`src/rtl/tspu_pkg.sv`:
```
// ----------------------------------------------------------------------------
// tspu_pkg
// Shared types, constants and helpers of the scanline pixel unpacker.
// ----------------------------------------------------------------------------
package tspu_pkg;

    localparam int MAX_COLS_DEF      = 4096;
    localparam int PALETTE_DEPTH_DEF = 256;
    localparam int OUT_MAX_DEF       = 65535;

    localparam int S_TDATA_W  = 72;
    localparam int S_TUSER_W  = 2;
    localparam int M_TDATA_W  = 64;
    localparam int CFG_IDX_W  = 3;
    localparam int CFG_DATA_W = 13;
    localparam int COLS_REG_W = 13;

    typedef enum logic [1:0] {
        OP_DATA = 2'd0,
        OP_ROW  = 2'd1,
        OP_PAL  = 2'd2,
        OP_NONE = 2'd3
    } t_op;

    typedef enum logic [1:0] {
        MODE_BLACK = 2'd0,
        MODE_WHITE = 2'd1,
        MODE_PAL   = 2'd2,
        MODE_RGB   = 2'd3
    } t_mode;

    typedef enum logic [1:0] {
        STORE_RAW    = 2'd0,
        STORE_HIGH   = 2'd1,
        STORE_SCALED = 2'd2
    } t_store;

    typedef enum logic [CFG_IDX_W-1:0] {
        CFG_BPS        = 3'd0,
        CFG_MODE       = 3'd1,
        CFG_USE_PAL    = 3'd2,
        CFG_HAS_ALPHA  = 3'd3,
        CFG_PLANAR     = 3'd4,
        CFG_ROW_COLS   = 3'd5,
        CFG_STORE_MODE = 3'd6
    } t_cfg_idx;

    // pixel source resolved in the second stage
    typedef enum logic [1:0] {
        SRC_DIRECT = 2'd0,
        SRC_PAL    = 2'd1,
        SRC_LINE   = 2'd2
    } t_src;

    typedef struct packed {
        logic [3:0]            bps;
        t_mode                 mode;
        logic                  use_pal;
        logic                  has_alpha;
        logic                  planar;
        logic [COLS_REG_W-1:0] row_cols;
        t_store                store_mode;
    } t_cfg;

    localparam t_cfg CFG_RESET = '{
        bps:        4'd8,
        mode:       MODE_BLACK,
        use_pal:    1'b1,
        has_alpha:  1'b0,
        planar:     1'b0,
        row_cols:   13'd4096,
        store_mode: STORE_RAW
    };

    typedef struct packed {
        t_src        src;
        logic [7:0]  red;
        logic [7:0]  green;
        logic [7:0]  blue;
        logic [11:0] column;
        logic        row_end;
        logic        last;
    } t_emit;

    // sample width as a log2 code; unsupported widths act as 8
    function automatic logic [1:0] bps_log(input logic [3:0] bps);
        logic [1:0] l;
        unique case (bps)
            4'd1:    l = 2'd0;
            4'd2:    l = 2'd1;
            4'd4:    l = 2'd2;
            default: l = 2'd3;
        endcase
        return l;
    endfunction

    function automatic logic [3:0] samples_per_byte(input logic [1:0] l);
        logic [3:0] n;
        unique case (l)
            2'd0:    n = 4'd8;
            2'd1:    n = 4'd4;
            2'd2:    n = 4'd2;
            default: n = 4'd1;
        endcase
        return n;
    endfunction

    function automatic logic [7:0] sample_max(input logic [1:0] l);
        logic [7:0] m;
        unique case (l)
            2'd0:    m = 8'h01;
            2'd1:    m = 8'h03;
            2'd2:    m = 8'h0F;
            default: m = 8'hFF;
        endcase
        return m;
    endfunction

    function automatic logic [7:0] sample_top(input logic [7:0] sh, input logic [1:0] l);
        logic [7:0] s;
        unique case (l)
            2'd0:    s = {7'b0, sh[7]};
            2'd1:    s = {6'b0, sh[7:6]};
            2'd2:    s = {4'b0, sh[7:4]};
            default: s = sh;
        endcase
        return s;
    endfunction

    function automatic logic [7:0] sample_shift(input logic [7:0] sh, input logic [1:0] l);
        logic [7:0] r;
        unique case (l)
            2'd0:    r = {sh[6:0], 1'b0};
            2'd1:    r = {sh[5:0], 2'b0};
            2'd2:    r = {sh[3:0], 4'b0};
            default: r = 8'b0;
        endcase
        return r;
    endfunction

    // floor(p / 65535) for p < 65535*65536: p = a*65536 + b = a*65535 + (a + b)
    function automatic logic [15:0] div_65535(input logic [31:0] p);
        localparam logic [16:0] ONE_DIV = 17'd65535;
        localparam logic [16:0] TWO_DIV = 17'd131070;
        logic [16:0] t;
        logic [16:0] q;
        t = {1'b0, p[31:16]} + {1'b0, p[15:0]};
        if (t >= TWO_DIV) begin
            q = {1'b0, p[31:16]} + 17'd2;
        end else if (t >= ONE_DIV) begin
            q = {1'b0, p[31:16]} + 17'd1;
        end else begin
            q = {1'b0, p[31:16]};
        end
        return q[15:0];
    endfunction

    function automatic logic [15:0] store_value(input t_store m, input logic [15:0] v,
                                                input logic [31:0] p);
        logic [15:0] r;
        unique case (m)
            STORE_HIGH:   r = {8'b0, v[15:8]};
            STORE_SCALED: r = div_65535(p);
            default:      r = v;
        endcase
        return r;
    endfunction

endpackage

```
`src/rtl/tspu_pixel.sv`:
```
// ----------------------------------------------------------------------------
// tspu_pixel
// Pixel stage: merges store read data into the pixel, then the output
// register towards the master side.
// ----------------------------------------------------------------------------
module tspu_pixel (
    input  logic                           i_clk,
    input  logic                           i_rst_n,
    input  logic                           i_emit_valid,
    output logic                           o_emit_ready,
    input  tspu_pkg::t_emit                i_emit,
    input  logic [47:0]                    i_pal_rdata,
    input  logic [7:0]                     i_red_rdata,
    input  logic [7:0]                     i_grn_rdata,
    output logic                           o_valid,
    input  logic                           i_ready,
    output logic [tspu_pkg::M_TDATA_W-1:0] o_data,
    output logic                           o_row_end,
    output logic                           o_last
);

    logic            r_s2v, n_s2v;
    tspu_pkg::t_emit r_s2;
    logic            r_ov, n_ov;
    logic [tspu_pkg::M_TDATA_W-1:0] r_odata;
    logic            r_orow_end, r_olast;
    logic            out_free, s2_move;
    logic [15:0]     pix_r, pix_g, pix_b;

    assign out_free     = !r_ov || i_ready;
    assign s2_move      = r_s2v && out_free;
    assign o_emit_ready = !r_s2v || out_free;

    always_comb begin
        unique case (r_s2.src)
            tspu_pkg::SRC_PAL: begin
                pix_r = i_pal_rdata[15:0];
                pix_g = i_pal_rdata[31:16];
                pix_b = i_pal_rdata[47:32];
            end
            tspu_pkg::SRC_LINE: begin
                pix_r = {8'b0, i_red_rdata};
                pix_g = {8'b0, i_grn_rdata};
                pix_b = {8'b0, r_s2.blue};
            end
            default: begin
                pix_r = {8'b0, r_s2.red};
                pix_g = {8'b0, r_s2.green};
                pix_b = {8'b0, r_s2.blue};
            end
        endcase
    end

    always_comb begin
        n_s2v = r_s2v;
        if (i_emit_valid) begin
            n_s2v = 1'b1;
        end else if (s2_move) begin
            n_s2v = 1'b0;
        end
        n_ov = r_ov;
        if (s2_move) begin
            n_ov = 1'b1;
        end else if (i_ready) begin
            n_ov = 1'b0;
        end
    end

    always_ff @(posedge i_clk) begin
        if (!i_rst_n) begin
            r_s2v <= 1'b0;
            r_ov  <= 1'b0;
        end else begin
            r_s2v <= n_s2v;
            r_ov  <= n_ov;
        end
    end

    always_ff @(posedge i_clk) begin
        if (i_emit_valid) begin
            r_s2 <= i_emit;
        end
        if (s2_move) begin
            r_odata    <= {4'b0, r_s2.column, pix_b, pix_g, pix_r};
            r_orow_end <= r_s2.row_end;
            r_olast    <= r_s2.last;
        end
    end

    assign o_valid   = r_ov;
    assign o_data    = r_odata;
    assign o_row_end = r_orow_end;
    assign o_last    = r_olast;

endmodule

```
`config.mk`:
```
export PLATFORM = sky130hd
export DESIGN_NAME = tspu_pixel
export DESIGN_NICKNAME = d
export VERILOG_FILES = /design/src/rtl/tspu_pkg.sv /design/src/rtl/tspu_pixel.sv
export SDC_FILE = /design/constraint.sdc
export NUM_CORES = 1
export LEC_CHECK = 0
export ABC_AREA = 1
export BUFFER_PORTS_ARGS = -buffer_cell sky130_fd_sc_hd__buf_2
export CAP_MARGIN = 20
export CORE_MARGIN = 8
export CORE_UTILIZATION = 47
export DETAILED_ROUTE_END_ITERATION = 8
export PLACE_DENSITY_LB_ADDON = 0.05
export SLEW_MARGIN = 30
export SYNTH_ARGS = -nofsm -noshare
export SYNTH_HDL_FRONTEND = slang
export SYNTH_SLANG_ARGS = --single-unit
```
`constraint.sdc`:
```
create_clock -name i_clk -period 4.89 [get_ports i_clk]
set_input_delay 0.7335 -clock i_clk [delete_from_list [all_inputs] [get_ports i_clk]]
set_output_delay 0.7335 -clock i_clk [all_outputs]
set_load 0.02 [all_outputs]
```
# Word-level counts from Yosys, hierarchy flattened
# Index checks and enable logic that the tools add are counted.
dict set report totals {
  inputBits 108
  elab_cells 29
  ff_bits 104
}
dict set report op_classes {
  n_reduce_logical 7
  n_mux 7
  eq_ne 2
}
# cell count
set ops {}
lappend ops {{16-bit one-hot mux with 2 select lines} 2}
lappend ops {{8-bit 2-to-1 mux} 1}
lappend ops {{1-bit 2-to-1 mux} 4}
lappend ops {{2-bit nonzero test} 2}
lappend ops {{2-bit by 1-bit == test with 1-bit output, second input constant} 1}
lappend ops {{2-bit == test, second input constant} 1}
lappend ops {{1-bit logical NOT} 2}
lappend ops {{1-bit logical OR} 2}
lappend ops {{1-bit logical AND} 1}

# Depth between registers and ports, before layout
# Gate-level depths: netlist of run 1.
dict set report depth {
  depth_word 5
  depth_mapped 8
  ltp_nobuf 6
}

# Worst setup path before layout of run 1
# No wires, ideal clock.
dict set report synth_path {
  kind {input-to-reg}
  start {input port i_ready}
  end {register r_odata, in the netlist o_data[0], enable pin}
  cell_stages 2
  slack_ns 0.597
  arrival_time_ns 3.790
  setup_time_ns 0.502
  n_path_buf 0
  path_cell_list {inv_1 -> a21oi_1}
}
dict set report synth_via {
  elab_chain_cells 2
}
# element line
set synth_rtl {}
lappend synth_rtl {{start, declared} tspu_pixel.sv:16} ;# input logic i_ready,
lappend synth_rtl {{1-bit logical OR} tspu_pixel.sv:30} ;# assign out_free = !r_ov || i_ready;
lappend synth_rtl {{1-bit logical AND} tspu_pixel.sv:31} ;# assign s2_move = r_s2v && out_free;
lappend synth_rtl {{end signal, assigned} tspu_pixel.sv:84} ;# r_odata <= {4'b0, r_s2.column, pix_b, pix_g, pix_r};
lappend synth_rtl {{end, declared} tspu_pixel.sv:25} ;# logic [tspu_pkg::M_TDATA_W-1:0] r_odata;
# No other way between the ends.
# A chain may end at the register's enable or synchronous reset.

# Worst setup path after layout of run 1
dict set report layout_path {
  start {input port i_ready}
  end {output port o_emit_ready}
}
dict set report layout_via {
  elab_chain_cells 2
}
# element line
set layout_rtl {}
lappend layout_rtl {{1-bit logical OR} tspu_pixel.sv:30}
lappend layout_rtl {{1-bit logical OR} tspu_pixel.sv:32} ;# assign o_emit_ready = !r_s2v || out_free;
lappend layout_rtl {{end, declared} tspu_pixel.sv:10} ;# output logic o_emit_ready,
# No other way between the ends.

==> results of run 1 <==
## final timing paths
check	from	to	slack, ns	cells after the start
min	r_s2[9]	o_data[55]	0.42	0
max reg2reg	r_s2[38]	o_data[2]	3.04	5
max	i_ready	o_emit_ready	2.93	4
min reg2reg	r_s2[9]	o_data[55]	0.42	0
## final cells by class
| cell class | instances | area (µm²) |
|---|---|---|
| fill | 695 | 3114 |
| sequential | 104 | 3103 |
| timing repair buffer | 173 | 883.3 |
| multi-input combinational | 147 | 608.1 |
| inverter | 39 | 146.4 |
| tap | 105 | 131.4 |
| clock buffer | 10 | 127.6 |
| clock inverter | 6 | 61.31 |
## power by group through the flow
stage | clock, mW | sequential, mW | combinational, mW
2_1_floorplan | 0 | 1.12 | 0.0837
4_1_cts | 0.515 | 1.07 | 0.212
5_1_grt | 0.548 | 1.07 | 0.235
3_5_place_dp | 0 | 1.09 | 0.212
6_report | 0.499 | 1.06 | 0.211
3_3_place_gp | 0 | 1.08 | 0.207
## cells in the final DEF (no fill, tap or decap), drive strengths merged
| cell | synthesis | final |
|---|---|---|
| edfxtp | 102 | 102 |
| ha | 2 | 2 |
| dfxtp | 2 | 2 |
| clkbuf | 1 | 10 |
| a21oi | 3 | 3 |
| buf | 14 | 173 |
| clkinvlp | 0 | 1 |
| nand2 | 129 | 129 |
| nand3 | 1 | 1 |
| clkinv | 0 | 2 |
| inv | 39 | 42 |
| o21ai | 8 | 8 |
| conb | 1 | 4 |
## layer usage
| layer | vias up | GRT usage [%] | part of all wire [%] |
|---|---|---|---|
| met4 | 0 | 5.649 | 1.2 |
| met1 | 1100 | 16.51 | 41 |
| met2 | 122 | 22.90 | 47 |
| met3 | 10 | 5.569 | 11 |
| li1 | 1314 | - | - |
| met5 | - | 0 | 0 |
## synth_stat cells
cell and n:
nand2_1 129, edfxtp_1 102, inv_1 38, buf_4 9, o21ai_0 8, a21oi_1 3
buf_2 3, buf_6 2, dfxtp_1 2, ha_1 2, clkbuf_2 1, conb_1 1
inv_2 1, nand3_1 1
## logic make-up (layout without fill, tap and decap cells)
logic type	count (synthesis)	in the layout
compound gates	11	11
simple gates	130	130
buf+inv	54	228
fa+ha+maj	2	2
flops	104	104
other cells	1	4
## worst register-to-register path, delay by kind of cell (launching register included)
family | cells | cell delay [ns]
adders and majority gates | 1 | 0.66
DFF | 1 | 0.41
buffers and inverters | 2 | 0.35
and+or+nand+nor | 2 | 0.22
## per-stage QoR
stage	area (µm²)	utilization (%)	hold slack [ns]
after global routing	5061	61.91	0.4342
after global placement	4842	59.23	0.4012
after floorplan	3944	-	0.4003
final	5061	61.91	0.4195
after CTS	5031	61.54	0.4253
after detailed placement	4842	59.23	0.4045
## flip-flops by register name, indices dropped and copies added, names as in the netlist
| name | flops |
|---|---|
| o_data | 60 |
| o_last | 1 |
| o_row_end | 1 |
| o_valid | 1 |
| r_s2 | 40 |
| r_s2v | 1 |
==> impl_results.md, run 1 <==
- Avg Cell Area, Syn: 13.02 µm²
- Clock buffer count from CTS: 9
- H-tree levels: 3
- CTS Root Buffer Type: clkbuf_8
- Slew Limit Fails: 0
- Synth Area in Simple Gates: 12.44%
- GRT overflow: 0
- First-pass GRT wire length: 12,560 µm
- Clock network power share: 28.1%
- Row cnt: 33
- Placed insts: 567
- Post-route clock period utilization: 40.17%
- Flop pwr share: 60.0%
- Deepest clock path buffer count: 2
- Setup CP Type: in2out
- Worst vdd ir: 177.5 µV
- CTS tree: done
- Outcome: completed
- Critical path required time: 4.16 ns
- Synth Area in Compound Gates: 1.400%
- Critical path's slowest cell: buf_2
- Synthesis Warnings: 0
- Synth top area cells: edfxtp_1 (78%), nand2_1 (12%), inv_1 (3.6%)
- Gp weighted congestion: 0.7346
- Layout area overhead: 28.70%
- RSZ-0062 raised after global routing: false
- Sequential area share after synthesis: 78.91%
- Max incr delay on CP: 0.18 ns
- Pwr dens: 350.5 mW/mm²
- Distinct cell type count after synthesis: 14
- Max_cap viols: 0
- Tmin final: 1.964 ns
- P_int: 1.323 mW
- Largest family of logic cells by synthesized area: simple AND/OR/NAND/NOR gates
- Clock slew at reported path FFs: 0.11 ns
- Leading area contributor after synthesis: edfxtp_1
- Fin. Hold Viols: 0
- Routed len/inst: 14.36 µm
- Synth Area in XOR/XNOR: 0%
- Crit path top cell by count: buf_2
- Clock skew: 0.01973 ns
- Sw Ratio: 25.39%
- Cts hold-fix bufs: 0
- # IOs: 176
- Vias in the first global route: 2,616
- Hold/Removal Path Class: reg2reg
- CTS resizes: 0
- Highest clock rate: 509.1 MHz
- Mux contribution to synthesized area: 0%
- Post-Place Worst Slack: 2.838 ns
- Post-CTS Repair Setup Buffers: 0
- Post-Synth Adder-Cell Area: 0.6363%
- Comb pwr share: 11.9%
- # setup viols final: 0
- First-pass DRT Iterations: 5
- Switching power: 0.4503 mW
- Worst-margin pin slew: 0.7710 ns
- Largest net degree at the start of global routing: 63
- CP endpoint kind: primary output
- DP Wirelength: 6084 µm
- Top delay family on crit path: buffers and inverters
- Die extent in y: 107.5 µm
- Cell count after synthesis: 302
- Clk sinks: 104
- GRT Total Usage: 14.14%
- Worst-Skew Late Latency: 0.36 ns
- Final worst setup slack: 2.926 ns
- Static Leak: 2.446 nW
- Final Routed Wirelength: 8386 µm
- Worst path buffer plus inverter count: 3
- Critical path arrival: 1.23 ns
- Initial antenna violation count: 0
- Yosys reg bits: 104
- Ant diodes: 0
- Worst setup SP type: primary input
- Setup tns final: 0 ns
- Port bufs: 171
- DR vias/cell: 4.360
- Total number of vias: 2,546
- DIE AREA: 0.01155 mm²
- CP Max Fanout: 3
- Routed Antenna Nets: 0
- Total power: 1.774 mW
- Placeable Area: 0.008175 mm²
- Layout cell share with drive strength beyond 1: 39.87%
- Final non-filler cell total: 584
- Mapped cell area: 0.003933 mm²
- Synth top area share: 77.89%
- Nets: 584
- CP Cell Sequence: buf_2, inv_1, nand3_1, buf_2
- Residual DRC: 0
- 1st-iter DRT viols: 94
- Die width: 107.5 µm
- Initial Util: 48.10%
- Worst relative slew slack: 48.60%
(Power assumes the default switching activity.)
==> run 2: changes to the inputs <==
ABC_AREA = 0   (was 1)
CORE_UTILIZATION = 42   (was 47)
clock period = 1.69 ns   (was 4.89 ns; I/O delays follow)
==> impl_results.md, run 2 <==
- Initial Util: 43.40% (was 48.10%)
- Flop pwr share: 57.7% (was 60.0%)
- Total number of vias: 2,311 (was 2,546)
- Max_cap viols: 0 (unchanged)
- Routed len/inst: 17.07 µm (was 14.36 µm)
- Vias in the first global route: 2,533 (was 2,616)
- Sw Ratio: 22.42% (was 25.39%)
- Cell count after synthesis: 209 (was 302)
- Clock network power share: 30.7% (was 28.1%)
- Sequential area share after synthesis: 81.98% (was 78.91%)
- Synth Area in Compound Gates: 5.686% (was 1.400%)
- P_int: 4.139 mW (was 1.323 mW)
- Area post-placement: 0.004793 mm² (was 0.004842 mm²)
- Nets: 496 (was 584)
- Yosys reg bits: 104 (unchanged)
- CP Cell Sequence: inv_1, ha_1, buf_12, mux2_2 (was buf_2, inv_1, nand3_1, buf_2)
- Leading cell types in the layout, fill and taps excluded: buf_2 (171), edfxtp_1 (102), and2_1 (24) (was buf_2 (171), nand2_1 (129), edfxtp_1 (102))
- DIE AREA: 0.01231 mm² (was 0.01155 mm²)
- Asr flop ratio synth: 0% (unchanged)
- Worst-Skew Late Latency: 0.35 ns (was 0.36 ns)
- # setup viols final: 0 (unchanged)
- GRT Total Usage: 13.53% (was 14.14%)
- Number of synthesized flops with an enable pin: 102 (unchanged)
- Largest register FFs: 60 (unchanged)
- Final Hold Slack: 0.06902 ns (was 0.4195 ns)
- Critical path's slowest cell: edfxtp_1 (was buf_2)
- Die extent in y: 110.9 µm (was 107.5 µm)
- First-pass GRT wire length: 13,270 µm (was 12,560 µm)
- # IOs: 176 (unchanged)
- Mux contribution to synthesized area: 2.380% (was 0%)
- Top-count cell post-synth: edfxtp_1 (was nand2_1)
- Static Leak: 2.057 nW (was 2.446 nW)
- Pwr dens: 1065 mW/mm² (was 350.5 mW/mm²)
- Setup CP Type: reg2reg (was in2out)
- RSZ-0062 raised after global routing: false (unchanged)
- Gp weighted congestion: 0.7250 (was 0.7346)
- H-tree levels: 3 (unchanged)
- FF+latch area: 0.003104 mm² (was 0.003103 mm²)
- CP Max Fanout: 38 (was 3)
- Post-route clock period utilization: 86.97%
- Clk sinks: 104 (unchanged)
- Row cnt: 34 (was 33)
- Layout cell share with drive strength beyond 1: 51.92% (was 39.87%)
- CTS Root Buffer Type: clkbuf_8 (unchanged)
- Placeable Area: 0.008721 mm² (was 0.008175 mm²)
- Worst vdd ir: 543.6 µV (was 177.5 µV)
- Layout area overhead: 32.33% (was 28.70%)
- DP Wirelength: 6401 µm (was 6084 µm)
- Hold/Removal Path Class: in2reg (was reg2reg)
- Distinct cell type count after synthesis: 18 (was 14)
- Critical path arrival: 1.57 ns (was 1.23 ns)
- Initial antenna violation count: 0 (unchanged)
- Max incr delay on CP: 0.40 ns (was 0.18 ns)
- Deepest clock path buffer count: 2 (unchanged)
- Highest clock rate: 680.3 MHz
- Synth Area in XOR/XNOR: 0% (unchanged)
- DR vias/cell: 4.631 (was 4.360)
- CP endpoint kind: register (was primary output)
- 1st-iter DRT viols: 81 (was 94)
- Setup tns final: 0 ns (unchanged)
- First-pass DRT Iterations: 4 (was 5)
- Avg Cell Area, Syn: 18.11 µm² (was 13.02 µm²)
- Synth top area share: 80.93% (was 77.89%)
- Final Routed Wirelength: 8517 µm (was 8386 µm)
- Largest net degree at the start of global routing: 50 (was 63)
- Clock buffer count from CTS: 9 (unchanged)
- Slew Limit Fails: 0 (unchanged)
- Clock slew at reported path FFs: 0.10 ns (was 0.11 ns)
- Fill count: 741 (was 695)
- Worst setup SP type: register (was primary input)
- Post-Synth Adder-Cell Area: 0.6612% (was 0.6363%)
- Most common cell after layout, fill and taps aside: buf_2 (unchanged)
- Comb pwr share: 11.6% (was 11.9%)
- Design Area, Final: 0.005009 mm² (was 0.005061 mm²)
- Most used DFF post-synth: edfxtp_1 (unchanged)
- Residual DRC: 0 (unchanged)
- Total power: 5.335 mW (was 1.774 mW)
- Top post-synthesis cells by count: edfxtp_1 (102), and2_1 (24), a22oi_1 (16), nand2_1 (16), o21ai_0 (10) (was nand2_1 (129), edfxtp_1 (102), inv_1 (38))
- Die width: 110.9 µm (was 107.5 µm)
- Multi-input gate area: 594.3 µm² (was 608.1 µm²)
- Tmin final: 1.470 ns
- Fin. Hold Viols: 0 (unchanged)
- GRT overflow: 0 (unchanged)
- Clock skew: 0.01486 ns (was 0.01973 ns)
- Synth top area cells: edfxtp_1 (81%), and2_1 (4.0%), a22oi_1 (3.2%) (was edfxtp_1 (78%), nand2_1 (12%), inv_1 (3.6%))
- Synthesis Warnings: 0 (unchanged)
- Outcome: completed (unchanged)
- Critical path required time: 1.79 ns (was 4.16 ns)
- Leading area contributor after synthesis: edfxtp_1 (unchanged)
- Final non-filler cell total: 499 (was 584)
- Placed insts: 483 (was 567)
- Routed Antenna Nets: 0 (unchanged)
- CTS tree: done (unchanged)
- Synth Area in Simple Gates: 6.116% (was 12.44%)
- Switching power: 1.196 mW (was 0.4503 mW)
- Mapped cell area: 0.003785 mm² (was 0.003933 mm²)
- Largest family of logic cells by synthesized area: simple AND/OR/NAND/NOR gates (unchanged)
- Ant diodes: 0 (unchanged)
- Port bufs: 171 (unchanged)
## run 2: per-layer routing
layer	part of all wire [%]	vias to the layer above	global-route usage, %
met5	0	-	0
met4	1.0	0	4.865
met3	8.7	9	5.574
met2	49	95	22.85
met1	41	1078	14.94
li1	-	1129	-
## run 2: power groups by stage
stage / Clock, mW / Sequential, mW / Combinational, mW
2_1_floorplan: 0 / 3.26 / 0.221
3_3_place_gp: 0 / 3.14 / 0.619
3_5_place_dp: 0 / 3.14 / 0.626
4_1_cts: 1.70 / 3.08 / 0.628
5_1_grt: 1.78 / 3.10 / 0.674
6_report: 1.64 / 3.08 / 0.619
## run 2: what timing repair did
| item | in CTS | in global routing |
|---|---|---|
| setup endpoints to repair | 0 | 1 |
| buffers inserted | 0 | 0 |
| resized for setup | 0 | 1 |
| hold buffers | 0 | 0 |
## run 2: cell families (layout without fill, tap and decap cells)
family / Yosys count / count (layout)
mux: 8 / 8
buf+inv: 17 / 196
simple gates: 43 / 43
fa+ha+maj: 2 / 2
compound gates: 34 / 34
flops: 104 / 104
other cells: 1 / 4
## run 2: layout make-up
type | instances | area share (%)
Sequential cell | 104 | 61.98
Timing Repair Buffer | 177 | 18.99
Multi-Input combinational cell | 91 | 11.87
Tap cell | 108 | 2.698
Clock buffer | 11 | 2.623
Clock inverter | 5 | 1.624
Inverter | 3 | 0.2248
## run 2: path summary, 6_finish.rpt
path         startpoint          to  slack (ns)  cells after the start
min reg2reg    r_s2[11]  o_data[57]        0.42                      0
max reg2reg    r_s2[39]  o_data[36]        0.22                      4
min          i_emit[36]    r_s2[36]        0.07                      1
max            r_s2[39]  o_data[36]        0.22                      4
## run 2: per-stage QoR
| step | utilization [%] | setup slack (ns) |
|---|---|---|
| global route | 57.43 | 0.1451 |
| floorplan | - | -0.1363 |
| global placement | 54.96 | 0.2155 |
| finish | 57.43 | 0.2201 |
| detailed placement | 54.96 | 0.1412 |
| CTS | 57.40 | 0.1531 |
## run 2: worst max-delay path: cells and delay by family, from the launching register on
| family | cells | cell delay (ns) |
|---|---|---|
| fa+ha+maj | 1 | 0.20 |
| mux | 1 | 0.35 |
| buf+inv | 2 | 0.27 |
| flops | 1 | 0.40 |
