`src/rtl/tspu_pkg.sv`:
```
// ----------------------------------------------------------------------------
// tspu_pkg
// Shared types, constants and helpers of the scanline pixel unpacker.
// ----------------------------------------------------------------------------
package tspu_pkg;

    localparam int MAX_COLS_DEF      = 4096;
    localparam int PALETTE_DEPTH_DEF = 256;
    localparam int OUT_MAX_DEF       = 65535;

    localparam int S_TDATA_W  = 72;
    localparam int S_TUSER_W  = 2;
    localparam int M_TDATA_W  = 64;
    localparam int CFG_IDX_W  = 3;
    localparam int CFG_DATA_W = 13;
    localparam int COLS_REG_W = 13;

    typedef enum logic [1:0] {
        OP_DATA = 2'd0,
        OP_ROW  = 2'd1,
        OP_PAL  = 2'd2,
        OP_NONE = 2'd3
    } t_op;

    typedef enum logic [1:0] {
        MODE_BLACK = 2'd0,
        MODE_WHITE = 2'd1,
        MODE_PAL   = 2'd2,
        MODE_RGB   = 2'd3
    } t_mode;

    typedef enum logic [1:0] {
        STORE_RAW    = 2'd0,
        STORE_HIGH   = 2'd1,
        STORE_SCALED = 2'd2
    } t_store;

    typedef enum logic [CFG_IDX_W-1:0] {
        CFG_BPS        = 3'd0,
        CFG_MODE       = 3'd1,
        CFG_USE_PAL    = 3'd2,
        CFG_HAS_ALPHA  = 3'd3,
        CFG_PLANAR     = 3'd4,
        CFG_ROW_COLS   = 3'd5,
        CFG_STORE_MODE = 3'd6
    } t_cfg_idx;

    // pixel source resolved in the second stage
    typedef enum logic [1:0] {
        SRC_DIRECT = 2'd0,
        SRC_PAL    = 2'd1,
        SRC_LINE   = 2'd2
    } t_src;

    typedef struct packed {
        logic [3:0]            bps;
        t_mode                 mode;
        logic                  use_pal;
        logic                  has_alpha;
        logic                  planar;
        logic [COLS_REG_W-1:0] row_cols;
        t_store                store_mode;
    } t_cfg;

    localparam t_cfg CFG_RESET = '{
        bps:        4'd8,
        mode:       MODE_BLACK,
        use_pal:    1'b1,
        has_alpha:  1'b0,
        planar:     1'b0,
        row_cols:   13'd4096,
        store_mode: STORE_RAW
    };

    typedef struct packed {
        t_src        src;
        logic [7:0]  red;
        logic [7:0]  green;
        logic [7:0]  blue;
        logic [11:0] column;
        logic        row_end;
        logic        last;
    } t_emit;

    // sample width as a log2 code; unsupported widths act as 8
    function automatic logic [1:0] bps_log(input logic [3:0] bps);
        logic [1:0] l;
        unique case (bps)
            4'd1:    l = 2'd0;
            4'd2:    l = 2'd1;
            4'd4:    l = 2'd2;
            default: l = 2'd3;
        endcase
        return l;
    endfunction

    function automatic logic [3:0] samples_per_byte(input logic [1:0] l);
        logic [3:0] n;
        unique case (l)
            2'd0:    n = 4'd8;
            2'd1:    n = 4'd4;
            2'd2:    n = 4'd2;
            default: n = 4'd1;
        endcase
        return n;
    endfunction

    function automatic logic [7:0] sample_max(input logic [1:0] l);
        logic [7:0] m;
        unique case (l)
            2'd0:    m = 8'h01;
            2'd1:    m = 8'h03;
            2'd2:    m = 8'h0F;
            default: m = 8'hFF;
        endcase
        return m;
    endfunction

    function automatic logic [7:0] sample_top(input logic [7:0] sh, input logic [1:0] l);
        logic [7:0] s;
        unique case (l)
            2'd0:    s = {7'b0, sh[7]};
            2'd1:    s = {6'b0, sh[7:6]};
            2'd2:    s = {4'b0, sh[7:4]};
            default: s = sh;
        endcase
        return s;
    endfunction

    function automatic logic [7:0] sample_shift(input logic [7:0] sh, input logic [1:0] l);
        logic [7:0] r;
        unique case (l)
            2'd0:    r = {sh[6:0], 1'b0};
            2'd1:    r = {sh[5:0], 2'b0};
            2'd2:    r = {sh[3:0], 4'b0};
            default: r = 8'b0;
        endcase
        return r;
    endfunction

    // floor(p / 65535) for p < 65535*65536: p = a*65536 + b = a*65535 + (a + b)
    function automatic logic [15:0] div_65535(input logic [31:0] p);
        localparam logic [16:0] ONE_DIV = 17'd65535;
        localparam logic [16:0] TWO_DIV = 17'd131070;
        logic [16:0] t;
        logic [16:0] q;
        t = {1'b0, p[31:16]} + {1'b0, p[15:0]};
        if (t >= TWO_DIV) begin
            q = {1'b0, p[31:16]} + 17'd2;
        end else if (t >= ONE_DIV) begin
            q = {1'b0, p[31:16]} + 17'd1;
        end else begin
            q = {1'b0, p[31:16]};
        end
        return q[15:0];
    endfunction

    function automatic logic [15:0] store_value(input t_store m, input logic [15:0] v,
                                                input logic [31:0] p);
        logic [15:0] r;
        unique case (m)
            STORE_HIGH:   r = {8'b0, v[15:8]};
            STORE_SCALED: r = div_65535(p);
            default:      r = v;
        endcase
        return r;
    endfunction

endpackage

```
`src/rtl/tspu_stepper.sv`:
```
// ----------------------------------------------------------------------------
// tspu_stepper
// Holds one input item and takes one sample of it per cycle unless stalled;
// keeps row position, chunky channel phase and held colours; drives the stores.
// ----------------------------------------------------------------------------
module tspu_stepper #(
    parameter int MAX_COLS      = tspu_pkg::MAX_COLS_DEF,
    parameter int PALETTE_DEPTH = tspu_pkg::PALETTE_DEPTH_DEF,
    parameter int OUT_MAX       = tspu_pkg::OUT_MAX_DEF
) (
    input  logic                                        i_clk,
    input  logic                                        i_rst_n,
    input  tspu_pkg::t_cfg                              i_cfg,
    input  logic                                        i_valid,
    output logic                                        o_ready,
    input  tspu_pkg::t_op                               i_op,
    input  logic [7:0]                                  i_byte,
    input  logic [1:0]                                  i_plane,
    input  logic [7:0]                                  i_pal_idx,
    input  logic [15:0]                                 i_pal_red,
    input  logic [15:0]                                 i_pal_green,
    input  logic [15:0]                                 i_pal_blue,
    input  logic                                        i_emit_ready,
    output logic                                        o_emit_valid,
    output tspu_pkg::t_emit                             o_emit,
    output logic                                        o_pal_we,
    output logic [$clog2(PALETTE_DEPTH)-1:0]            o_pal_waddr,
    output logic [47:0]                                 o_pal_wdata,
    output logic                                        o_pal_re,
    output logic [$clog2(PALETTE_DEPTH)-1:0]            o_pal_raddr,
    output logic                                        o_red_we,
    output logic                                        o_grn_we,
    output logic                                        o_line_re,
    output logic [((MAX_COLS > 1) ? $clog2(MAX_COLS) : 1)-1:0] o_line_addr,
    output logic [7:0]                                  o_line_wdata
);

    localparam int CW   = $clog2(MAX_COLS + 1);
    localparam int CMPW = (CW > tspu_pkg::COLS_REG_W) ? CW : tspu_pkg::COLS_REG_W;
    localparam int LAW  = (MAX_COLS > 1) ? $clog2(MAX_COLS) : 1;
    localparam int PAW  = $clog2(PALETTE_DEPTH);
    localparam int PIW  = (PAW > 8) ? PAW : 8;

    // control
    logic          r_busy, n_busy;
    logic [CW-1:0] r_cc, n_cc;
    logic [1:0]    r_phase, n_phase;
    logic [7:0]    r_held_r, n_held_r;
    logic [7:0]    r_held_g, n_held_g;
    logic [1:0]    r_cur_plane, n_cur_plane;

    // item payload
    tspu_pkg::t_op r_op, n_op;
    logic [7:0]    r_sh, n_sh;
    logic [3:0]    r_rem, n_rem;
    logic [1:0]    r_plane, n_plane;
    logic [7:0]    r_pal_idx, n_pal_idx;
    logic [15:0]   r_pal_vr, r_pal_vg, r_pal_vb;
    logic [31:0]   r_pal_pr, r_pal_pg, r_pal_pb;

    logic            accept, step_en, step_done, emit;
    tspu_pkg::t_emit emit_d;
    logic [1:0]      lg;
    logic [7:0]      smp, maxv;
    logic [CMPW-1:0] ccx, wx, ccx_p1;
    logic            full, row_end, last_smp, planar, pal_hit, pidx_ok;
    logic [3:0]      rem_after, need;
    logic [PIW-1:0]  smp_ext, pidx_ext;

    assign lg       = tspu_pkg::bps_log(i_cfg.bps);
    assign smp      = tspu_pkg::sample_top(r_sh, lg);
    assign maxv     = tspu_pkg::sample_max(lg);
    assign ccx      = CMPW'(r_cc);
    assign ccx_p1   = ccx + CMPW'(1);
    assign wx       = (CMPW'(i_cfg.row_cols) > CMPW'(MAX_COLS)) ? CMPW'(MAX_COLS)
                                                                 : CMPW'(i_cfg.row_cols);
    assign full     = (ccx >= wx);
    assign row_end  = (ccx_p1 == wx);
    assign last_smp = (r_rem == 4'd1);
    assign planar   = (i_cfg.mode == tspu_pkg::MODE_RGB) && i_cfg.planar;
    assign rem_after = r_rem - 4'd1;
    assign need      = i_cfg.has_alpha ? 4'd4 : 4'd3;
    assign smp_ext   = PIW'(smp);
    assign pidx_ext  = PIW'(r_pal_idx);
    assign pal_hit   = ({24'b0, smp} < 32'(PALETTE_DEPTH));
    assign pidx_ok   = ({24'b0, r_pal_idx} < 32'(PALETTE_DEPTH));

    assign step_en = r_busy && i_emit_ready;
    assign o_ready = !r_busy || (step_en && step_done);
    assign accept  = i_valid && o_ready;

    assign o_emit_valid = emit;
    assign o_emit       = emit_d;
    assign o_pal_waddr  = pidx_ext[PAW-1:0];
    assign o_pal_wdata  = {tspu_pkg::store_value(i_cfg.store_mode, r_pal_vb, r_pal_pb),
                           tspu_pkg::store_value(i_cfg.store_mode, r_pal_vg, r_pal_pg),
                           tspu_pkg::store_value(i_cfg.store_mode, r_pal_vr, r_pal_pr)};
    assign o_pal_raddr  = smp_ext[PAW-1:0];
    assign o_pal_re     = emit && (emit_d.src == tspu_pkg::SRC_PAL);
    assign o_line_re    = emit && (emit_d.src == tspu_pkg::SRC_LINE);
    assign o_line_addr  = r_cc[LAW-1:0];
    assign o_line_wdata = r_sh;

    always_comb begin
        n_busy      = r_busy;
        n_cc        = r_cc;
        n_phase     = r_phase;
        n_held_r    = r_held_r;
        n_held_g    = r_held_g;
        n_cur_plane = r_cur_plane;
        n_op        = r_op;
        n_sh        = r_sh;
        n_rem       = r_rem;
        n_plane     = r_plane;
        n_pal_idx   = r_pal_idx;
        step_done   = 1'b0;
        emit        = 1'b0;
        o_pal_we    = 1'b0;
        o_red_we    = 1'b0;
        o_grn_we    = 1'b0;
        emit_d.src     = tspu_pkg::SRC_DIRECT;
        emit_d.red     = 8'd0;
        emit_d.green   = 8'd0;
        emit_d.blue    = 8'd0;
        emit_d.column  = ccx[11:0];
        emit_d.row_end = row_end;
        emit_d.last    = last_smp || row_end;

        if (step_en) begin
            unique case (r_op)
                tspu_pkg::OP_ROW: begin
                    n_cc        = '0;
                    n_phase     = 2'd0;
                    n_cur_plane = r_plane;
                    step_done   = 1'b1;
                end
                tspu_pkg::OP_PAL: begin
                    o_pal_we  = pidx_ok;
                    step_done = 1'b1;
                end
                tspu_pkg::OP_DATA: begin
                    if (full) begin
                        step_done = 1'b1;
                    end else if (planar) begin
                        step_done = 1'b1;
                        unique case (r_cur_plane)
                            2'd0: begin
                                o_red_we = 1'b1;
                                n_cc     = r_cc + CW'(1);
                            end
                            2'd1: begin
                                o_grn_we = 1'b1;
                                n_cc     = r_cc + CW'(1);
                            end
                            2'd2: begin
                                emit        = 1'b1;
                                emit_d.src  = tspu_pkg::SRC_LINE;
                                emit_d.blue = r_sh;
                                emit_d.last = 1'b1;
                                n_cc        = r_cc + CW'(1);
                            end
                            default: begin
                            end
                        endcase
                    end else begin
                        n_sh      = tspu_pkg::sample_shift(r_sh, lg);
                        n_rem     = rem_after;
                        step_done = last_smp;
                        unique case (i_cfg.mode)
                            tspu_pkg::MODE_BLACK: begin
                                emit        = 1'b1;
                                emit_d.blue = smp;
                            end
                            tspu_pkg::MODE_WHITE: begin
                                emit        = 1'b1;
                                emit_d.blue = maxv - smp;
                            end
                            tspu_pkg::MODE_PAL: begin
                                emit = 1'b1;
                                if (!i_cfg.use_pal) begin
                                    emit_d.blue = smp;
                                end else if (pal_hit) begin
                                    emit_d.src = tspu_pkg::SRC_PAL;
                                end
                            end
                            default: begin
                                unique case (r_phase)
                                    2'd0: begin
                                        n_held_r = smp;
                                        n_phase  = 2'd1;
                                    end
                                    2'd1: begin
                                        n_held_g = smp;
                                        n_phase  = 2'd2;
                                    end
                                    2'd2: begin
                                        emit         = 1'b1;
                                        emit_d.red   = r_held_r;
                                        emit_d.green = r_held_g;
                                        emit_d.blue  = smp;
                                        emit_d.last  = last_smp || row_end || (rem_after < need);
                                        n_phase      = i_cfg.has_alpha ? 2'd3 : 2'd0;
                                    end
                                    default: begin
                                        n_phase = 2'd0;
                                    end
                                endcase
                            end
                        endcase
                        if (emit) begin
                            n_cc = r_cc + CW'(1);
                            if (row_end) begin
                                step_done = 1'b1;
                            end
                        end
                    end
                end
                default: begin
                    step_done = 1'b1;
                end
            endcase
        end

        if (accept) begin
            n_busy    = 1'b1;
            n_op      = i_op;
            n_sh      = i_byte;
            n_rem     = tspu_pkg::samples_per_byte(lg);
            n_plane   = i_plane;
            n_pal_idx = i_pal_idx;
        end else if (step_en && step_done) begin
            n_busy = 1'b0;
        end
    end

    always_ff @(posedge i_clk) begin
        if (!i_rst_n) begin
            r_busy      <= 1'b0;
            r_cc        <= '0;
            r_phase     <= 2'd0;
            r_held_r    <= 8'd0;
            r_held_g    <= 8'd0;
            r_cur_plane <= 2'd0;
        end else begin
            r_busy      <= n_busy;
            r_cc        <= n_cc;
            r_phase     <= n_phase;
            r_held_r    <= n_held_r;
            r_held_g    <= n_held_g;
            r_cur_plane <= n_cur_plane;
        end
    end

    always_ff @(posedge i_clk) begin
        r_op      <= n_op;
        r_sh      <= n_sh;
        r_rem     <= n_rem;
        r_plane   <= n_plane;
        r_pal_idx <= n_pal_idx;
        if (accept) begin
            r_pal_vr <= i_pal_red;
            r_pal_vg <= i_pal_green;
            r_pal_vb <= i_pal_blue;
            r_pal_pr <= {16'b0, i_pal_red}   * 32'(OUT_MAX);
            r_pal_pg <= {16'b0, i_pal_green} * 32'(OUT_MAX);
            r_pal_pb <= {16'b0, i_pal_blue}  * 32'(OUT_MAX);
        end
    end

endmodule

```
`config.mk`:
```
export PLATFORM = sky130hd
export DESIGN_NAME = tspu_stepper
export DESIGN_NICKNAME = d
export VERILOG_FILES = /design/src/rtl/tspu_pkg.sv /design/src/rtl/tspu_stepper.sv
export SDC_FILE = /design/constraint.sdc
export NUM_CORES = 1
export LEC_CHECK = 0
export BUFFER_PORTS_ARGS = -buffer_cell sky130_fd_sc_hd__buf_4
export CAP_MARGIN = 15
export CORE_MARGIN = 2
export CORE_UTILIZATION = 55
export CTS_BUF_LIST = sky130_fd_sc_hd__clkbuf_2 sky130_fd_sc_hd__clkbuf_4 sky130_fd_sc_hd__clkbuf_8
export CTS_CLUSTER_SIZE = 12
export DETAILED_ROUTE_END_ITERATION = 10
export PLACE_DENSITY = 0.82
export SLEW_MARGIN = 20
export SYNTH_ARGS = -nofsm -noshare
export SYNTH_HDL_FRONTEND = slang
export SYNTH_SLANG_ARGS = --single-unit
```
`constraint.sdc`:
```
create_clock -name i_clk -period 8.4 [get_ports i_clk]
set_input_delay 0.42 -clock i_clk [delete_from_list [all_inputs] [get_ports i_clk]]
set_output_delay 0.42 -clock i_clk [all_outputs]
set_load 0.005 [all_outputs]
```
# Yosys cells after proc, flatten, opt, wreduce, memory -nomap -nowiden
# Cells that the tools add are included.
[totals]
elab_cells = 187
input_bits = 96
register_bits = 202
[classes]
order_cmp = 9
bitwise_logic = 3
n_eq_ne = 27
addsub = 12
n_mux = 89
reduce_logical = 27
multipliers = 3
[op_table]
columns = ["operator", "count"]
rows = [
  ["$mux W16", 8],
  ["$mul A16 B16 Y32 const B", 3],
  ["$pmux W16 S2", 3],
  ["$pmux W8 S3", 4],
  ["$mux W26", 3],
  ["$mux W13", 5],
  ["$mux W8", 8],
  ["$add A16 B16 Y17", 3],
  ["$ge A17 B16 Y1 const B", 3],
  ["$ge A17 B17 Y1 const B", 3],
  ["$add A16 B1 Y16 const B", 3],
  ["$add A16 B2 Y16 const B", 3],
  ["$mux W1", 39],
  ["$pmux W13 S2", 1],
  ["$mux W24", 1],
  ["$mux W4", 5],
  ["$eq A2 B2 Y1 const B", 8],
  ["$eq A2 B1 Y1 const B", 7],
  ["$mux W2", 7],
  ["$add A13 B1 Y13 const B", 1],
  ["$eq A13 B13 Y1", 1],
  ["$ge A13 B13 Y1", 1],
  ["$gt A13 B13 Y1 const B", 1],
  ["$pmux W2 S3", 2],
  ["other kinds (22)", 47],
]

# Logic depth before layout (Yosys ltp)
# Gate-level depths: netlist of run 1.
[logic_depth]
ltp_word = 17
mapped_depth = 24

# Worst setup path after synthesis of run 1
# No wires, ideal clock.
[synth_timing]
kind = "input to register"
startpoint = "input i_pal_red[4]"
endpoint = "register r_pal_pr[30], data pin"
arrival_time_ps = 6011
n_path_buf = 0
setup_slack_ps = 2232
setup_time_ps = 158
t_required_ps = 8242
stages = 20
path_cell_list = "fa_1 > inv_1 > fa_1 > inv_1 > fa_1 > fa_1 > fa_1 > inv_1 > fa_1 > inv_1 > ha_1 > a21o_1 > a21oi_1 > a21oi_1 > a211o_1 > a21oi_1 > o21ai_1 > o41ai_1 > or4b_1 > o211ai_1"
[synth_between]
elab_chain_len = 1
[synth_lines]
columns = ["element", "line_no", "source"]
rows = [
  ["from (decl)", "tspu_stepper.sv:20", "input logic [15:0] i_pal_red,"],
  ["$mul A16 B16 Y32", "tspu_stepper.sv:264", "r_pal_pr <= {16'b0, i_pal_red} * 32'(OUT_MAX);"],
  ["to (signal assigned)", "tspu_stepper.sv:264", ""],
  ["to (decl)", "tspu_stepper.sv:59", "logic [31:0] r_pal_pr, r_pal_pg, r_pal_pb;"],
]
# Every way passes these cells.
# A chain may end at the register's enable or synchronous reset.

# Final worst setup path of run 1
[layout_timing]
startpoint = "input i_pal_red[0]"
endpoint = "register r_pal_pr[31], data pin"
# Same word-level chain as after synthesis.

==> summary.md, run 1 <==
| Metric | Value |
|---|---|
| Number of global-route vias before repair | 22,700 |
| Most frequently used flop master after synthesis | sky130_fd_sc_hd__edfxtp_1 |
| Fmax | 161 MHz |
| Sum of negative setup slack | 0 ps |
| Commonest non-fill, non-tap cell in the layout | sky130_fd_sc_hd__inv_1 |
| EDFF count, synth | 165 |
| CTS clock-pin slew for the worst setup and hold paths | 110 ps |
| Critical-path cell list | buf_4 -> fa_1 -> xor2_1 -> ha_1 -> fa_1 -> fa_1 -> fa_1 -> inv_1 -> fa_1 -> inv_1 -> ha_1 -> a2111oi_0 -> o31ai_1 -> a32oi_1 -> o21ai_0 -> a21oi_1 -> o2111a_1 -> o21bai_1 -> a21oi_1 -> xnor2_1 |
| Grt peak-use layer | met2 |
| Number of buffers on the longest clock path | 2 |
| Worst-case clock skew | 33.4 ps |
| Met3 Resource Use GR | 0.0558 |
| Final HPWL DP | 65,100 um |
| Unrepaired setup endpoints after global routing | no |
| Pre-Repair DR Iteration Count | 10 |
| Leading cell types in the layout, fill and taps excluded | 562 x sky130_fd_sc_hd__inv_1, 371 x sky130_fd_sc_hd__ha_1, 356 x sky130_fd_sc_hd__fa_1 |
| Number of setup violations in the final report | 0 |
| Worst setup path category | in -> reg |
| Number of instances resized during post-cts repair | 0 |
| Synth Register Bits | 199 |
| Clock sink count | 199 |
| Synthesized net count | 3,854 |
| TritonCTS buffer count | 17 |
| Critical Path Start Type | primary input |
| Worst EP required | 8740 ps |
| Clock Latency Late Sink | 600 ps |
| Initial core utilization | 0.557 |
| Slew of the pin with the lowest slew margin | 975 ps |
| Final global-route overflow total | 0 |
| Critical-path cell with the highest stage delay | sky130_fd_sc_hd__fa_1 |
| Maximum number of pins on one net before global-route repair | 100 |
| Via total after detailed routing | 22,900 |
| Maximum level of the CTS H-tree | 4 |
| Hold crit path type | in -> reg |
| Post-synth ARST share | 0 |
| Met2 Resource Use GR | 0.468 |
| Share of Yosys cell area claimed by the top area cell type | 0.244 |
| Reported max-cap violation count | 0 |
| Die area | 55,100 sq um |
| Clock root cell | sky130_fd_sc_hd__clkbuf_8 |
| Synthesized area divided by synthesized cell count | 9.66 sq um |
| Netlist area before placement | 29,300 sq um |
| Number of nets with antenna violations after routing | 0 |
| Port buffer count | 226 |
| Post-synthesis cell type count | 98 |
| Final critical path time including I/O delays and setup | 6200 ps |
| Layout cells sized above 1 | 0.0964 |
| Final period util | 0.739 |
| Drc violations | 1 |
| Layout Area Growth over Synthesis | 9.81% |
| Site Rows | 84 |
| Final hold viol count | 0 |
| Headroom to the max-slew limit | 0.333 |
| Number of nets in the layout | 4,048 |
| Global-route wire length before repair | 124,000 um |
| Hold Path Depth | 1 |
| Violation count after the first detailed-route iteration | 2,055 |
| Cell occurring most often along the worst timing path | sky130_fd_sc_hd__fa_1 |
| Number of antenna violations at the first check in global routing | 0 |
| Final antenna diode count | 0 |
| CTS tree | yes |
| Total global-route track usage | 0.286 |
| Violations in the final reports | design-rule violations |
| Per-cell via count in the routed design | 5.85 |
| Die Wd | 235 um |
| Status | complete, but fails checks |
| Final Max Slew Viols | 0 |
| Average wire per cell in the routed design | 19.8 um |
| Synthesized instance count | 3,030 |
| Final Wtd Congestion | 0.996 |
| Sequential share of the synthesized area | 0.193 |
| Warning count from the yosys run | 0 |
| Logic depth of the worst register-to-register path | 13 |
| Dominant cells by area after synthesis | sky130_fd_sc_hd__fa_1 24%, sky130_fd_sc_hd__edfxtp_1 17%, sky130_fd_sc_hd__ha_1 16%, sky130_fd_sc_hd__inv_1 7.2%, sky130_fd_sc_hd__xnor2_1 3.2% |
| Type of element capturing the critical path | flop |
| Global-route met1 utilization | 0.378 |
| Largest stage delay on the critical path | 620 ps |
| Worst path arrival time | 6540 ps |
| Top-level I/O count | 227 |
| Biggest fanout along the worst timing path | 7 |
| Die outline height | 235 um |
| Total detailed-routing wirelength | 77,700 um |
| Area of the core region | 52,600 sq um |
| Yosys top cell by area | sky130_fd_sc_hd__fa_1 |
per-layer routing:
layer / vias up / share of wire
met2: 942 / 0.47
met4: 0 / 0.037
met3: 156 / 0.079
met1: 11200 / 0.41
met5: - / 0
li1: 10700 / -
sequential cells by signal (all words and copies together), names as in the netlist:
| signal | count |
|---|---|
| r_pal_pr | 31 |
| r_pal_pb | 31 |
| r_busy | 1 |
| r_op | 2 |
| r_held_r | 8 |
| o_line_wdata | 8 |
| r_cur_plane | 2 |
| r_pal_pg | 31 |
| r_rem | 4 |
| r_pal_vg | 16 |
| r_held_g | 8 |
| r_pal_vr | 16 |
| r_phase | 2 |
| ccx | 13 |
| r_plane | 2 |
| r_pal_vb | 16 |
| o_pal_waddr | 8 |
worst max-delay path: cells and delay by family:
family	cells	cell delay, ps
xor+xnor	2	400
buf+inv	3	260
compound gates	8	1970
fa+ha+maj	7	3490
area by class of cell:
cell class | instances | area [sq um]
multi-input cells | 2191 | 21200
fillers | 4399 | 20400
flip-flops and latches | 199 | 5640
inverters | 564 | 2120
repair buffers | 251 | 1910
well taps | 688 | 861
clock buffers | 17 | 234
clock inverters | 15 | 209
path summary, 6_finish.rpt:
path / startpoint / end / slack, ps
setup reg to reg: ccx[1] / r_pal_vb[15] / 3400
setup / recovery: i_pal_red[0] / r_pal_pr[31] / 2200
hold reg to reg: r_held_g[4] / r_held_g[4] / 460
hold / removal: i_pal_blue[1] / r_pal_vb[1] / 60
synthesized netlist by cell type (8+ instances only):
cell type / instances
sky130_fd_sc_hd__nor2_1: 127
sky130_fd_sc_hd__a31oi_1: 11
sky130_fd_sc_hd__o21ai_1: 30
sky130_fd_sc_hd__a22oi_1: 22
sky130_fd_sc_hd__ha_1: 372
sky130_fd_sc_hd__nand3b_1: 11
sky130_fd_sc_hd__nand3_1: 64
sky130_fd_sc_hd__and3_1: 30
sky130_fd_sc_hd__a21o_1: 61
sky130_fd_sc_hd__nor3_1: 42
sky130_fd_sc_hd__o21ai_0: 100
sky130_fd_sc_hd__nor4_1: 19
sky130_fd_sc_hd__nand4_1: 25
sky130_fd_sc_hd__and2_1: 47
sky130_fd_sc_hd__nor2b_1: 31
sky130_fd_sc_hd__nand2b_1: 26
sky130_fd_sc_hd__a21boi_0: 22
sky130_fd_sc_hd__fa_1: 356
sky130_fd_sc_hd__dfxtp_1: 34
sky130_fd_sc_hd__xnor2_1: 108
sky130_fd_sc_hd__edfxtp_1: 165
sky130_fd_sc_hd__a211oi_1: 23
sky130_fd_sc_hd__inv_1: 562
sky130_fd_sc_hd__a222oi_1: 10
sky130_fd_sc_hd__clkbuf_1: 45
sky130_fd_sc_hd__buf_4: 25
sky130_fd_sc_hd__o21bai_1: 17
sky130_fd_sc_hd__o31ai_1: 14
sky130_fd_sc_hd__mux2i_1: 26
sky130_fd_sc_hd__o21a_1: 22
sky130_fd_sc_hd__a32oi_1: 12
sky130_fd_sc_hd__o211ai_1: 23
sky130_fd_sc_hd__or2_2: 8
sky130_fd_sc_hd__nand2_1: 185
sky130_fd_sc_hd__xor2_1: 60
sky130_fd_sc_hd__or3_1: 8
sky130_fd_sc_hd__a21oi_1: 129
per-stage QoR:
step           cell area, sq um   util  hold slack, ps  std cells  worst slack (ps)
2_1_floorplan             29300      -             426       3030              2230
3_3_place_gp              31500  0.600             432       3881              1780
3_5_place_dp              31500  0.600             439       3881              1680
4_1_cts                   32100  0.611            11.1       3925              2310
5_1_grt                   32100  0.611            40.9       3925              1880
6_report                  32100  0.611            60.4       3925              2200
cells by family (layout without fill, tap and decap cells):
logic type / after synthesis / in the layout / share of synthesized area
muxes: 34 / 34 / 0.0124
xor gates and xnor gates: 170 / 170 / 0.0518
and+or+nand+nor: 663 / 663 / 0.116
adders and majority gates: 729 / 729 / 0.403
AOI/OAI and AO/OA: 595 / 595 / 0.139
buffers and inverters: 640 / 847 / 0.0858
DFF: 199 / 199 / 0.193
timing repair:
item | 4_1_cts | 5_1_grt
setup buffers | 0 | 0
hold buffers | 12 | 0
hold endpoints to repair | 12 | 0
Power of run 1 is not shown: default switching activity piles up to over one toggle a cycle in this logic, so the estimate is an artifact.
==> run 2, diff against run 1 <==
Clock period 8.4 ns to 6.43 ns, I/O delays scaled along.
==> run 2 against run 1 <==
  * Die area stayed put
  * Sequential share of layout area decreased by 0.39 points
  * First-iteration DRC count fell by 4.4%
  * Largest cell class unchanged
  * Global-route usage rose by 0.64 points
  * Core utilization rose by 1.4 points
  * Setup slack worse by 2000 ps
  * Worst hold slack better by 18 ps
  * The flow now finishes without violations
  * Non-clock buffer count up 68
  * Register-to-register slack worse by 1400 ps
  * Via count up 1.9%
  * Final cell count up 1.8%
==> summary.md, run 2 (synthesis results as in run 1) <==
| Metric | Value |
|---|---|
| Total global-route track usage | 0.292 (was 0.286) |
| Site Rows | 84 (unchanged) |
| Worst EP required | 6740 ps (was 8740 ps) |
| Sum of negative setup slack | 0 ps (unchanged) |
| Reported max-cap violation count | 0 (unchanged) |
| Clock Latency Late Sink | 580 ps (was 600 ps) |
| Number of global-route vias before repair | 23,400 (was 22,700) |
| Final Wtd Congestion | 1.02 (was 0.996) |
| Per-cell via count in the routed design | 5.85 (about the same) |
| Number of nets with antenna violations after routing | 0 (unchanged) |
| Maximum number of pins on one net before global-route repair | 54 (was 100) |
| Final Max Slew Viols | 0 (unchanged) |
| Number of buffers on the longest clock path | 2 (unchanged) |
| Clock sink count | 199 (unchanged) |
| Maximum level of the CTS H-tree | 4 (unchanged) |
| Commonest non-fill, non-tap cell in the layout | sky130_fd_sc_hd__inv_1 (unchanged) |
| Average wire per cell in the routed design | 19.8 um (about the same) |
| RR Startpoint | ccx[1] (unchanged) |
| Top-level I/O count | 227 (unchanged) |
| Largest registers ranked by flip-flop count | r_pal_pb x31, r_pal_pg x31, r_pal_pr x31 (unchanged) |
| Critical Path Start Type | primary input (unchanged) |
| Unrepaired setup endpoints after global routing | yes (was no) |
| Clock root cell | sky130_fd_sc_hd__clkbuf_8 (unchanged) |
| Final period util | 0.974 |
| Total instance count after detailed placement | 3,899 (was 3,881) |
| Final HPWL DP | 65,600 um (was 65,100 um) |
| Via total after detailed routing | 23,400 (was 22,900) |
| Layout Area Growth over Synthesis | 12.3% (was 9.81%) |
| Worst-case clock skew | 24.0 ps (was 33.4 ps) |
| Number of nets in the layout | 4,116 (was 4,048) |
| Slew of the pin with the lowest slew margin | 978 ps (was 975 ps) |
| Global-route wire length before repair | 127,000 um (was 124,000 um) |
| Worst path arrival time | 6570 ps (was 6540 ps) |
| Biggest fanout along the worst timing path | 6 (was 7) |
| Die area | 55,100 sq um (unchanged) |
| Final hold viol count | 0 (unchanged) |
| Endpoint of the most critical register-to-register path | r_pal_vb[6] (was r_pal_vb[15]) |
| Initial core utilization | 0.557 (unchanged) |
| Total detailed-routing wirelength | 79,100 um (was 77,700 um) |
| Worst reg-to-reg setup slack | 1960 ps (was 3400 ps) |
| Final critical path time including I/O delays and setup | 6260 ps |
| CTS tree | yes (unchanged) |
| Number of setup violations in the final report | 0 (unchanged) |
| Type of element capturing the critical path | flop (unchanged) |
| Logic depth of the worst register-to-register path | 13 (unchanged) |
| Fmax | 160 MHz |
| Layout cells sized above 1 | 0.107 (was 0.0964) |
| Port buffer count | 226 (unchanged) |
| Pre-Repair DR Iteration Count | 6 (was 10) |
| Hold crit path type | in -> reg (unchanged) |
| Violation count after the first detailed-route iteration | 1,964 (was 2,055) |
| Status | finished clean (was complete, but fails checks) |
| Die outline height | 235 um (unchanged) |
| Worst setup path endpoint | r_pal_pb[30] (was r_pal_pr[31]) |
| Final global-route overflow total | 0 (unchanged) |
| Headroom to the max-slew limit | 0.348 (was 0.333) |
| Launch point of the worst path | i_pal_blue[6] (was i_pal_red[0]) |
| Post-CTS setup buffer count | 0 (unchanged) |
| Area of the core region | 52,600 sq um (unchanged) |
| Die Wd | 235 um (unchanged) |
| Leading cell types in the layout, fill and taps excluded | 562 x sky130_fd_sc_hd__inv_1, 370 x sky130_fd_sc_hd__ha_1, 345 x sky130_fd_sc_hd__fa_1 (was 562 x sky130_fd_sc_hd__inv_1, 371 x sky130_fd_sc_hd__ha_1, 356 x sky130_fd_sc_hd__fa_1) |
| TritonCTS buffer count | 17 (unchanged) |
| Finished Layout Cells | 3,995 (was 3,925) |
| Worst setup path category | in -> reg (unchanged) |
| Drc violations | 0 (was 1) |
| Number of antenna violations at the first check in global routing | 1 (was 0) |
| CTS clock-pin slew for the worst setup and hold paths | 100 ps (was 110 ps) |
[run 2: changes by cell type in the layout (fill, tap and decap cells not counted), sizes merged, moves of 2 or more]
cell,change
dlygate4sd3,+50
buf,+18
clkbuf,+3
diode,+2
[run 2: critical path: stages]
cell                            delay, ps
sky130_fd_sc_hd__dlygate4sd3_1        550
sky130_fd_sc_hd__buf_4                170
sky130_fd_sc_hd__fa_1                 640
sky130_fd_sc_hd__inv_1                 90
sky130_fd_sc_hd__fa_1                 570
sky130_fd_sc_hd__inv_1                 80
sky130_fd_sc_hd__ha_1                 320
sky130_fd_sc_hd__xor2_1               240
sky130_fd_sc_hd__fa_1                 470
sky130_fd_sc_hd__fa_1                 510
sky130_fd_sc_hd__inv_1                 60
sky130_fd_sc_hd__fa_1                 530
sky130_fd_sc_hd__inv_1                 50
sky130_fd_sc_hd__ha_1                 350
sky130_fd_sc_hd__nor2b_1              160
sky130_fd_sc_hd__o21ai_0              170
sky130_fd_sc_hd__a21oi_1              110
sky130_fd_sc_hd__a22o_1               280
sky130_fd_sc_hd__o211ai_1             310
sky130_fd_sc_hd__a211o_1              200
sky130_fd_sc_hd__nand3b_1              80
sky130_fd_sc_hd__a21oi_1              190
sky130_fd_sc_hd__xnor2_1              120
[run 2: final cells by class]
cell class,instances,area (sq um)
diodes,2,5.00
clock buffers,20,269
clock inverters,12,163
fillers,4220,19700
inverters,564,2120
multi-input cells,2191,21200
flip-flops and latches,199,5640
well taps,688,861
repair buffers,319,2570
[run 2: worst min-delay path by stage]
stage,startpoint,to,slack [ps],depth (start not counted)
after floorplan,i_pal_idx[0],o_pal_waddr[0],420,0
after global placement,r_held_g[3],r_held_g[3],430,2
after detailed placement,r_held_g[2],r_held_g[2],450,2
after CTS,i_byte[6],o_line_wdata[6],20,3
after global routing,i_byte[0],o_line_wdata[0],40,2
final,i_byte[6],o_line_wdata[6],80,3
[run 2: routing by layer]
| metal | wire length (um) | global-route usage |
|---|---|---|
| met5 | 0 | 0 |
| met4 | 3440 | 0.123 |
| met3 | 6950 | 0.0659 |
| met2 | 36900 | 0.474 |
| met1 | 31900 | 0.379 |
[run 2: repair_timing]
action / in CTS / in global routing
endpoints found under the hold margin: 62 / 0
gates resized for setup: 0 / 32
hold buffers: 62 / 0
endpoints found under the setup margin: 0 / 15
[run 2: stage by stage]
step / utilization / setup WS, ps / hold slack, ps / instance area (sq um)
after global routing: 0.625 / -27.9 / 43.5 / 32900
final: 0.625 / 168 / 78.2 / 32900
after global placement: 0.603 / 171 / 433 / 31700
after CTS: 0.623 / 55.8 / 17.9 / 32800
after floorplan: - / 360 / 420 / 29300
after detailed placement: 0.603 / -18.6 / 448 / 31700
Power of run 2 is left out for the same reason.
